[src/design/mfdu_pkg.sv]
`timescale 1ns / 1ps
// ----------------------------------------------------------------------------
// mfdu_pkg
// Shared types, codes and the identifier decode for the motor feedback
// decoder with multi-turn angle unwrap.
// ----------------------------------------------------------------------------
package mfdu_pkg;

	localparam logic OP_FRAME  = 1'b0;
	localparam logic OP_UPDATE = 1'b1;

	localparam logic [1:0] CFG_JUMP_THRESHOLD  = 2'd0;
	localparam logic [1:0] CFG_CENTER_OFFSET   = 2'd1;
	localparam logic [1:0] CFG_COUNTS_PER_TURN = 2'd2;

	localparam logic [15:0] RST_JUMP_THRESHOLD  = 16'd4096;
	localparam logic [15:0] RST_CENTER_OFFSET   = 16'd0;
	localparam logic [15:0] RST_COUNTS_PER_TURN = 16'd8192;

	localparam logic [10:0] ID_CHASSIS_0 = 11'h201;
	localparam logic [10:0] ID_CHASSIS_1 = 11'h202;
	localparam logic [10:0] ID_CHASSIS_2 = 11'h208;
	localparam logic [10:0] ID_CHASSIS_3 = 11'h207;
	localparam logic [10:0] ID_CHASSIS_4 = 11'h203;
	localparam logic [10:0] ID_CHASSIS_5 = 11'h204;
	localparam logic [10:0] ID_GIMBAL_0  = 11'h209;
	localparam logic [10:0] ID_GIMBAL_1  = 11'h20a;

	typedef struct packed {
		logic       hit;
		logic       gim;
		logic [2:0] slot;
	} id_map_t;

	typedef struct packed {
		logic        op;
		logic        known;
		logic        grp;
		logic [2:0]  slot;
		logic [15:0] angle;
		logic [15:0] speed;
		logic [15:0] current;
		logic [7:0]  temp;
	} cmd_t;

	function automatic id_map_t decode_id(input logic [10:0] id);
		id_map_t m;
		m = '0;
		case (id)
			ID_CHASSIS_0: m = '{hit: 1'b1, gim: 1'b0, slot: 3'd0};
			ID_CHASSIS_1: m = '{hit: 1'b1, gim: 1'b0, slot: 3'd1};
			ID_CHASSIS_2: m = '{hit: 1'b1, gim: 1'b0, slot: 3'd2};
			ID_CHASSIS_3: m = '{hit: 1'b1, gim: 1'b0, slot: 3'd3};
			ID_CHASSIS_4: m = '{hit: 1'b1, gim: 1'b0, slot: 3'd4};
			ID_CHASSIS_5: m = '{hit: 1'b1, gim: 1'b0, slot: 3'd5};
			ID_GIMBAL_0:  m = '{hit: 1'b1, gim: 1'b1, slot: 3'd0};
			ID_GIMBAL_1:  m = '{hit: 1'b1, gim: 1'b1, slot: 3'd1};
			default:      m = '0;
		endcase
		return m;
	endfunction

endpackage

[src/design/motor_feedback_decode_unwrap_core.sv]
`timescale 1ns / 1ps
// ----------------------------------------------------------------------------
// motor_feedback_decode_unwrap_core
// Motor feedback decoder with multi-turn angle unwrap: front classifier and
// command queue, back executor with slot state and output register.
// ----------------------------------------------------------------------------
// channel  direction  handshake              payload
// in       input      in_valid / in_ready    op, can_id, byte_zero..six, motor_index
// out      output     out_valid / out_ready  known_id, group, slot, angle_delta,
//                                            turn_count, long_angle
// cfg      input      cfg_valid / cfg_ready  cfg_index, cfg_data
//
// Each item goes through the back in order: state read and update, the
// counts-per-turn multiply, and the long-angle sum into the output register.
// The back executes one item at a time; the two-entry queue takes up to two
// more items while it works. in_ready drops only when the queue is full.
// Reset clears all slot state and restores the register defaults at once.
// cfg_ready is always high.
// ----------------------------------------------------------------------------
module motor_feedback_decode_unwrap_core #(
	parameter int CHASSIS_SLOTS = 8,
	parameter int GIMBAL_SLOTS  = 2
) (
	input  logic               clk,
	input  logic               arst_n,
	input  logic               in_valid,
	output logic               in_ready,
	input  logic               op,
	input  logic [10:0]        can_id,
	input  logic [7:0]         byte_zero,
	input  logic [7:0]         byte_one,
	input  logic [7:0]         byte_two,
	input  logic [7:0]         byte_three,
	input  logic [7:0]         byte_four,
	input  logic [7:0]         byte_five,
	input  logic [7:0]         byte_six,
	input  logic [2:0]         motor_index,
	output logic               out_valid,
	input  logic               out_ready,
	output logic               known_id,
	output logic               group,
	output logic [2:0]         slot,
	output logic signed [16:0] angle_delta,
	output logic signed [31:0] turn_count,
	output logic signed [47:0] long_angle,
	input  logic               cfg_valid,
	output logic               cfg_ready,
	input  logic [1:0]         cfg_index,
	input  logic [15:0]        cfg_data
);

	logic           q_valid;
	logic           q_pop;
	mfdu_pkg::cmd_t q_cmd;

	mfdu_front #(
		.CHASSIS_SLOTS(CHASSIS_SLOTS)
	) u_front (
		.clk         (clk),
		.arst_n      (arst_n),
		.in_valid    (in_valid),
		.in_ready    (in_ready),
		.op          (op),
		.can_id      (can_id),
		.byte_zero   (byte_zero),
		.byte_one    (byte_one),
		.byte_two    (byte_two),
		.byte_three  (byte_three),
		.byte_four   (byte_four),
		.byte_five   (byte_five),
		.byte_six    (byte_six),
		.motor_index (motor_index),
		.q_valid     (q_valid),
		.q_pop       (q_pop),
		.q_cmd       (q_cmd)
	);

	mfdu_back #(
		.CHASSIS_SLOTS(CHASSIS_SLOTS),
		.GIMBAL_SLOTS (GIMBAL_SLOTS)
	) u_back (
		.clk         (clk),
		.arst_n      (arst_n),
		.cfg_valid   (cfg_valid),
		.cfg_ready   (cfg_ready),
		.cfg_index   (cfg_index),
		.cfg_data    (cfg_data),
		.q_valid     (q_valid),
		.q_pop       (q_pop),
		.q_cmd       (q_cmd),
		.out_valid   (out_valid),
		.out_ready   (out_ready),
		.known_id    (known_id),
		.group       (group),
		.slot        (slot),
		.angle_delta (angle_delta),
		.turn_count  (turn_count),
		.long_angle  (long_angle)
	);

endmodule

[src/design/mfdu_front.sv]
`timescale 1ns / 1ps
// ----------------------------------------------------------------------------
// mfdu_front
// Accepts input items, classifies them (identifier decode, slot range check)
// and queues the resulting commands in a two-entry FIFO.
// ----------------------------------------------------------------------------
module mfdu_front #(
	parameter int CHASSIS_SLOTS = 8
) (
	input  logic                clk,
	input  logic                arst_n,
	input  logic                in_valid,
	output logic                in_ready,
	input  logic                op,
	input  logic [10:0]         can_id,
	input  logic [7:0]          byte_zero,
	input  logic [7:0]          byte_one,
	input  logic [7:0]          byte_two,
	input  logic [7:0]          byte_three,
	input  logic [7:0]          byte_four,
	input  logic [7:0]          byte_five,
	input  logic [7:0]          byte_six,
	input  logic [2:0]          motor_index,
	output logic                q_valid,
	input  logic                q_pop,
	output mfdu_pkg::cmd_t      q_cmd
);

	mfdu_pkg::cmd_t    fifo_q [2];
	logic              wr_ptr_q;
	logic              rd_ptr_q;
	logic [1:0]        count_q;
	logic              push;
	mfdu_pkg::id_map_t map;
	mfdu_pkg::cmd_t    cmd;

	assign in_ready = (count_q != 2'd2);
	assign push     = in_valid && in_ready;
	assign q_valid  = (count_q != 2'd0);
	assign q_cmd    = fifo_q[rd_ptr_q];

	always_comb begin
		map         = mfdu_pkg::decode_id(can_id);
		cmd.op      = op;
		cmd.angle   = {byte_zero, byte_one};
		cmd.speed   = {byte_two, byte_three};
		cmd.current = {byte_four, byte_five};
		cmd.temp    = byte_six;
		if (op == mfdu_pkg::OP_UPDATE) begin
			cmd.known = ({29'd0, motor_index} < 32'(CHASSIS_SLOTS));
			cmd.grp   = 1'b0;
			cmd.slot  = motor_index;
		end else begin
			cmd.known = map.hit;
			cmd.grp   = map.gim;
			cmd.slot  = map.slot;
		end
	end

	always_ff @(posedge clk) begin
		if (push) begin
			fifo_q[wr_ptr_q] <= cmd;
		end
	end

	always_ff @(posedge clk or negedge arst_n) begin
		if (!arst_n) begin
			wr_ptr_q <= 1'b0;
			rd_ptr_q <= 1'b0;
			count_q  <= 2'd0;
		end else begin
			if (push) begin
				wr_ptr_q <= ~wr_ptr_q;
			end
			if (q_pop) begin
				rd_ptr_q <= ~rd_ptr_q;
			end
			case ({push, q_pop})
				2'b10:   count_q <= count_q + 2'd1;
				2'b01:   count_q <= count_q - 2'd1;
				default: count_q <= count_q;
			endcase
		end
	end

	a_no_pop_empty: assert property (@(posedge clk) disable iff (!arst_n)
		q_pop |-> count_q != 2'd0)
		else $error("pop from empty queue");

	a_count_bound: assert property (@(posedge clk) disable iff (!arst_n)
		count_q != 2'd3)
		else $error("queue count out of range");

	a_full_stall: assert property (@(posedge clk) disable iff (!arst_n)
		(count_q == 2'd2 && !q_pop) |=> count_q == 2'd2)
		else $error("full queue lost an entry");

endmodule

[src/design/mfdu_back.sv]
`timescale 1ns / 1ps
// ----------------------------------------------------------------------------
// mfdu_back
// Executes queued commands: stores feedback frames, unwraps chassis angles
// into a turn count and long angle, and holds the configuration registers
// and the output register.
// ----------------------------------------------------------------------------
module mfdu_back #(
	parameter int CHASSIS_SLOTS = 8,
	parameter int GIMBAL_SLOTS  = 2
) (
	input  logic                clk,
	input  logic                arst_n,
	input  logic                cfg_valid,
	output logic                cfg_ready,
	input  logic [1:0]          cfg_index,
	input  logic [15:0]         cfg_data,
	input  logic                q_valid,
	output logic                q_pop,
	input  mfdu_pkg::cmd_t      q_cmd,
	output logic                out_valid,
	input  logic                out_ready,
	output logic                known_id,
	output logic                group,
	output logic [2:0]          slot,
	output logic signed [16:0]  angle_delta,
	output logic signed [31:0]  turn_count,
	output logic signed [47:0]  long_angle
);

	localparam int CIW = $clog2(CHASSIS_SLOTS);
	localparam int GIW = $clog2(GIMBAL_SLOTS);

	typedef enum logic [2:0] {
		ST_IDLE = 3'b001,
		ST_MUL  = 3'b010,
		ST_FIN  = 3'b100
	} st_t;

	st_t st_q;

	logic [15:0] jump_q;
	logic [15:0] center_q;
	logic [15:0] cpt_q;

	logic [15:0] chassis_angle_q   [CHASSIS_SLOTS];
	logic [15:0] chassis_speed_q   [CHASSIS_SLOTS];
	logic [15:0] chassis_current_q [CHASSIS_SLOTS];
	logic [7:0]  chassis_temp_q    [CHASSIS_SLOTS];
	logic [15:0] gimbal_angle_q    [GIMBAL_SLOTS];
	logic [15:0] gimbal_speed_q    [GIMBAL_SLOTS];
	logic [15:0] gimbal_current_q  [GIMBAL_SLOTS];
	logic [7:0]  gimbal_temp_q     [GIMBAL_SLOTS];
	logic [15:0] prev_angle_q      [CHASSIS_SLOTS];
	logic [31:0] turns_q           [CHASSIS_SLOTS];

	logic [CIW-1:0]     cidx;
	logic [GIW-1:0]     gidx;
	logic               is_upd;
	logic               wr_chassis;
	logic               wr_gimbal;
	logic signed [15:0] now_ang;
	logic signed [15:0] prev_ang;
	logic signed [17:0] delta_x;
	logic signed [17:0] jump_x;
	logic [31:0]        turns_cur;
	logic [31:0]        turns_nxt;
	logic               out_free;

	logic               known_s1;
	logic               grp_s1;
	logic [2:0]         slot_s1;
	logic               upd_s1;
	logic signed [16:0] delta_s1;
	logic signed [31:0] turns_s1;
	logic signed [15:0] now_s1;
	logic signed [47:0] prod_s2;
	logic signed [47:0] cpt_x;
	logic signed [47:0] turns_x;
	logic signed [47:0] long_nxt;

	assign cfg_ready = 1'b1;
	assign q_pop     = (st_q == ST_IDLE) && q_valid;
	assign out_free  = !out_valid || out_ready;

	assign cidx       = CIW'(q_cmd.slot);
	assign gidx       = GIW'(q_cmd.slot);
	assign is_upd     = q_pop && (q_cmd.op == mfdu_pkg::OP_UPDATE) && q_cmd.known;
	assign wr_chassis = q_pop && (q_cmd.op == mfdu_pkg::OP_FRAME) && q_cmd.known
	                    && !q_cmd.grp;
	assign wr_gimbal  = q_pop && (q_cmd.op == mfdu_pkg::OP_FRAME) && q_cmd.known
	                    && q_cmd.grp;

	always_comb begin
		now_ang   = '0;
		prev_ang  = '0;
		turns_cur = '0;
		if (is_upd) begin
			now_ang   = chassis_angle_q[cidx];
			prev_ang  = prev_angle_q[cidx];
			turns_cur = turns_q[cidx];
		end
		delta_x = 18'(now_ang) - 18'(prev_ang);
		jump_x  = signed'({2'b00, jump_q});
		if (delta_x < -jump_x) begin
			turns_nxt = turns_cur + 32'd1;
		end else if (delta_x > jump_x) begin
			turns_nxt = turns_cur - 32'd1;
		end else begin
			turns_nxt = turns_cur;
		end
	end

	always_ff @(posedge clk or negedge arst_n) begin
		if (!arst_n) begin
			jump_q   <= mfdu_pkg::RST_JUMP_THRESHOLD;
			center_q <= mfdu_pkg::RST_CENTER_OFFSET;
			cpt_q    <= mfdu_pkg::RST_COUNTS_PER_TURN;
		end else if (cfg_valid && cfg_ready) begin
			case (cfg_index)
				mfdu_pkg::CFG_JUMP_THRESHOLD:  jump_q   <= cfg_data;
				mfdu_pkg::CFG_CENTER_OFFSET:   center_q <= cfg_data;
				mfdu_pkg::CFG_COUNTS_PER_TURN: cpt_q    <= cfg_data;
				default:                       jump_q   <= jump_q;
			endcase
		end
	end

	always_ff @(posedge clk or negedge arst_n) begin
		if (!arst_n) begin
			for (int i = 0; i < CHASSIS_SLOTS; i++) begin
				chassis_angle_q[i]   <= '0;
				chassis_speed_q[i]   <= '0;
				chassis_current_q[i] <= '0;
				chassis_temp_q[i]    <= '0;
				prev_angle_q[i]      <= '0;
				turns_q[i]           <= '0;
			end
			for (int i = 0; i < GIMBAL_SLOTS; i++) begin
				gimbal_angle_q[i]   <= '0;
				gimbal_speed_q[i]   <= '0;
				gimbal_current_q[i] <= '0;
				gimbal_temp_q[i]    <= '0;
			end
		end else begin
			if (wr_chassis) begin
				chassis_angle_q[cidx]   <= q_cmd.angle;
				chassis_speed_q[cidx]   <= q_cmd.speed;
				chassis_current_q[cidx] <= q_cmd.current;
				chassis_temp_q[cidx]    <= q_cmd.temp;
			end
			if (wr_gimbal) begin
				gimbal_angle_q[gidx]   <= q_cmd.angle;
				gimbal_speed_q[gidx]   <= q_cmd.speed;
				gimbal_current_q[gidx] <= q_cmd.current;
				gimbal_temp_q[gidx]    <= q_cmd.temp;
			end
			if (is_upd) begin
				prev_angle_q[cidx] <= chassis_angle_q[cidx];
				turns_q[cidx]      <= turns_nxt;
			end
		end
	end

	always_ff @(posedge clk) begin
		if (q_pop) begin
			known_s1 <= q_cmd.known;
			grp_s1   <= q_cmd.grp;
			slot_s1  <= q_cmd.slot;
			upd_s1   <= is_upd;
			delta_s1 <= is_upd ? delta_x[16:0] : 17'sd0;
			turns_s1 <= is_upd ? signed'(turns_nxt) : 32'sd0;
			now_s1   <= now_ang;
		end
	end

	assign cpt_x   = signed'({32'd0, cpt_q});
	assign turns_x = 48'(turns_s1);

	always_ff @(posedge clk) begin
		if (st_q == ST_MUL) begin
			prod_s2 <= cpt_x * turns_x;
		end
	end

	assign long_nxt = upd_s1 ? (48'(signed'(center_q)) - 48'(now_s1) - prod_s2) : 48'sd0;

	always_ff @(posedge clk or negedge arst_n) begin
		if (!arst_n) begin
			st_q      <= ST_IDLE;
			out_valid <= 1'b0;
		end else begin
			case (st_q)
				ST_IDLE: begin
					if (q_pop) begin
						st_q <= ST_MUL;
					end
				end
				ST_MUL: st_q <= ST_FIN;
				ST_FIN: begin
					if (out_free) begin
						st_q <= ST_IDLE;
					end
				end
				default: st_q <= ST_IDLE;
			endcase
			if (st_q == ST_FIN && out_free) begin
				out_valid <= 1'b1;
			end else if (out_ready) begin
				out_valid <= 1'b0;
			end
		end
	end

	always_ff @(posedge clk) begin
		if (st_q == ST_FIN && out_free) begin
			known_id    <= known_s1;
			group       <= grp_s1;
			slot        <= slot_s1;
			angle_delta <= delta_s1;
			turn_count  <= turns_s1;
			long_angle  <= long_nxt;
		end
	end

	a_pop_idle: assert property (@(posedge clk) disable iff (!arst_n)
		q_pop |=> st_q == ST_MUL)
		else $error("pop did not start execution");

	a_mul_fin: assert property (@(posedge clk) disable iff (!arst_n)
		st_q == ST_MUL |=> st_q == ST_FIN)
		else $error("multiply stage did not advance");

	a_fin_hold: assert property (@(posedge clk) disable iff (!arst_n)
		(st_q == ST_FIN && !out_free) |=> st_q == ST_FIN)
		else $error("result dropped while output busy");

	a_unknown_zero: assert property (@(posedge clk) disable iff (!arst_n)
		(out_valid && !known_id) |-> (angle_delta == 17'sd0 && turn_count == 32'sd0
			&& long_angle == 48'sd0))
		else $error("nonzero fields on unknown result");

endmodule

[config.mk]
export PLATFORM = sky130hd
export DESIGN_NAME = motor_feedback_decode_unwrap_core
export DESIGN_NICKNAME = d
export VERILOG_FILES = /design/src/design/mfdu_pkg.sv /design/src/design/motor_feedback_decode_unwrap_core.sv /design/src/design/mfdu_front.sv /design/src/design/mfdu_back.sv
export SDC_FILE = /design/constraint.sdc
export NUM_CORES = 2
export LEC_CHECK = 0
export BUFFER_PORTS_ARGS = -buffer_cell sky130_fd_sc_hd__buf_2
export CAP_MARGIN = 20
export CORE_ASPECT_RATIO = 0.6
export CORE_UTILIZATION = 43
export CTS_CLUSTER_SIZE = 12
export DETAILED_ROUTE_END_ITERATION = 16
export SYNTH_ARGS = -nofsm -noshare
export SYNTH_HDL_FRONTEND = slang
export SYNTH_HIERARCHICAL = 1
export SYNTH_SLANG_ARGS = --single-unit
[constraint.sdc]
create_clock -name clk -period 16.84 [get_ports clk]
set_clock_uncertainty 0.2 [all_clocks]
set_input_delay 3.368 -clock clk [delete_from_list [all_inputs] [get_ports clk]]
set_output_delay 3.368 -clock clk [all_outputs]
set_load 0.1 [all_outputs]
==> results.sh <==
export IMPL_die_x_um=472
export IMPL_drc_errors=0
export IMPL_clk_root_buffer_cell="clkbuf_16"
export IMPL_core_area_um2=132000
export IMPL_max_stage_delay_ns=0.93
export IMPL_slowest_stage="nor4b_2"
export IMPL_htree_levels=3
export IMPL_gp_congestion=0.908
export IMPL_hold_violations=0
export IMPL_numCtsBuffers=87
export IMPL_grt_pass1_vias=39900
export IMPL_vias=40800
export IMPL_rsz0062_at_grt="no"
export IMPL_crit_required_ns=17.16
export IMPL_status="finished clean"
export IMPL_cts_sinks=833
export IMPL_drtIter0Drc=3670
export IMPL_io_pins=199
export IMPL_area_growth_pct=9.70
export IMPL_slew_headroom_pct=27.0
export IMPL_ctsResizeCount=0
export IMPL_tns_ns=0
export IMPL_die_area_um2=134000
export IMPL_critPathKind="flip-flop to flip-flop"
export IMPL_maxCapViolCount=0
export IMPL_grt_antenna_before_repair=12
export IMPL_syn_area_per_cell_um2=10.4
export IMPL_grt_max_degree=174
export IMPL_final_nets=6355
export IMPL_grt_pass1_wl_um=248000
export IMPL_clockBufferDepth=3
export IMPL_firstDrtPassIters=5
export IMPL_overflow=0
export IMPL_viasPerCell=5.51
export IMPL_clk_pin_slew_ns=0.06
export IMPL_clock_latency_ns=0.72
export IMPL_start_util_pct=43.4
export IMPL_rows=103
export IMPL_wl_per_cell_um=21.9
export IMPL_crit_top_cell="o21ai_0"
export IMPL_worst_pin_slew_ns=1.09
export IMPL_die_height_um=284
export IMPL_worst_setup_path_start_kind="flip-flop"
export IMPL_crit_fanout=38
export IMPL_hold_buffers=0
export IMPL_syn_area_um2=57100
export IMPL_hold_path_class="flip-flop to flip-flop"
export IMPL_post_cts_setup_buffers=0
export IMPL_fmax_mhz=93.5
export IMPL_drtAntennaViolNets=0
export IMPL_maxSlewViolCount=0
export IMPL_synth_fp_nets=6295
export IMPL_drive_gt1_share_pct=12.8
export IMPL_fillers=12200
export IMPL_period_share_pct=63.5
export IMPL_setup_viol=0
export IMPL_critPathArrivalTime_ns=11.01
export IMPL_wl_um=162000
export IMPL_syn_instance_count=5484
export IMPL_cts_tree="yes"
export IMPL_grt_util_all_layers_pct=24.2
export IMPL_port_buffers=157
export IMPL_fin_crit_ns=10.69
export IMPL_dp_hpwl_um=113000
export IMPL_cp_end_kind="flip-flop"
export IMPL_yosysWarnings=6
[critical path, delay by kind of cell (launching register included)]
family	cells	cell delay, ns
compound gates	12	2.80
xor+xnor	2	0.94
fa+ha+maj	2	0.59
buf+inv	4	1.72
flops	1	0.48
mux	1	0.23
simple gates	9	3.36
[cells in the final DEF, fill, tap and decap left out, types with 13 or more instances in the layout]
cell type,instances
buf_2,156
nand2_1,747
nor4_1,18
or4_1,29
nand4_1,26
a31oi_1,13
a22oi_1,30
fa_1,487
mux4_2,19
o22ai_1,110
and3_1,24
mux2i_1,50
clkbuf_1,39
mux2_2,276
nand3_1,47
o21bai_1,23
ha_1,230
xor2_1,48
edfxtp_1,265
and2_1,277
o21a_1,26
nor3_1,45
a21o_1,63
a21oi_1,114
buf_4,85
nand2b_1,26
dfrtp_1,561
o221ai_1,29
o21ai_0,363
clkbuf_16,89
a211oi_1,14
nor2b_1,33
nor2_1,190
inv_1,694
xnor2_1,114
[final timing paths]
check / startpoint / to / slack [ns] / cells after the start
max: u_front/rd_ptr_q$_DFFE_PN0P_ / u_back/turns_q[213]$_DFFE_PN0P_ / 6.15 / 30
min: u_back/delta_s1[4]$_SDFFCE_PN0N_ / u_back/angle_delta[4]$_DFFE_PP_ / 0.22 / 0
max reg2reg: u_front/rd_ptr_q$_DFFE_PN0P_ / u_back/turns_q[213]$_DFFE_PN0P_ / 6.15 / 30
min reg2reg: u_back/delta_s1[4]$_SDFFCE_PN0N_ / u_back/angle_delta[4]$_DFFE_PP_ / 0.22 / 0
max in group asynchronous: arst_n / u_back/turns_q[39]$_DFFE_PN0P_ / 11.62 / 3
min in group asynchronous: arst_n / u_back/out_valid$_DFFE_PN0P_ / 2.47 / 1
[layer usage]
metal / global-route usage [%] / up-vias / part of all wire (%) / routed length (µm)
li1: - / 18400 / - / -
met1: 38.9 / 20700 / 50 / 80300
met2: 31.7 / 1547 / 39 / 63100
met3: 6.33 / 178 / 9.4 / 15300
met4: 5.02 / 0 / 1.9 / 3030
met5: 0 / - / 0 / 0
[final cells by class]
class                      count  area [µm²]  share of cell area [%]
clock buffer                 133        2440                    3.90
tap                         1785        2230                    3.57
antenna                        5        12.5                  0.0200
clock inverter                23         367                   0.585
multi-input combinational   3677       31200                    49.9
sequential                   833       22200                    35.4
timing repair buffer         247        1540                    2.46
inverter                     698        2620                    4.19
[metrics by stage]
step | setup WS, ns | std cells | cell area, µm² | util, % | hold slack (ns)
2_1_floorplan | 7.41 | 5484 | 57100 | - | 0.200
3_3_place_gp | 6.05 | 7236 | 59700 | 45.4 | 0.202
3_5_place_dp | 6.00 | 7237 | 59800 | 45.4 | 0.205
4_1_cts | 5.92 | 7393 | 62600 | 47.6 | 0.218
5_1_grt | 5.49 | 7399 | 62600 | 47.6 | 0.223
6_report | 6.15 | 7401 | 62600 | 47.6 | 0.217
[flip-flops by register name, summed over array words and instances (netlist names), 17 cells and up]
| signal | flops |
|---|---|
| u_back/angle_delta | 17 |
| u_back/delta_s1 | 17 |
| u_front/fifo_q | 44 |
| u_back/long_angle | 48 |
| u_back/chassis_angle_q | 128 |
| u_back/turn_count | 32 |
| u_back/turns_s1 | 32 |
| u_back/turns_q | 256 |
| u_back/prev_angle_q | 128 |
| u_back/prod_s2 | 48 |
Power is left out: the tool's default activity adds up to more than one toggle a clock period on the data nets, which glitch-free logic cannot reach.
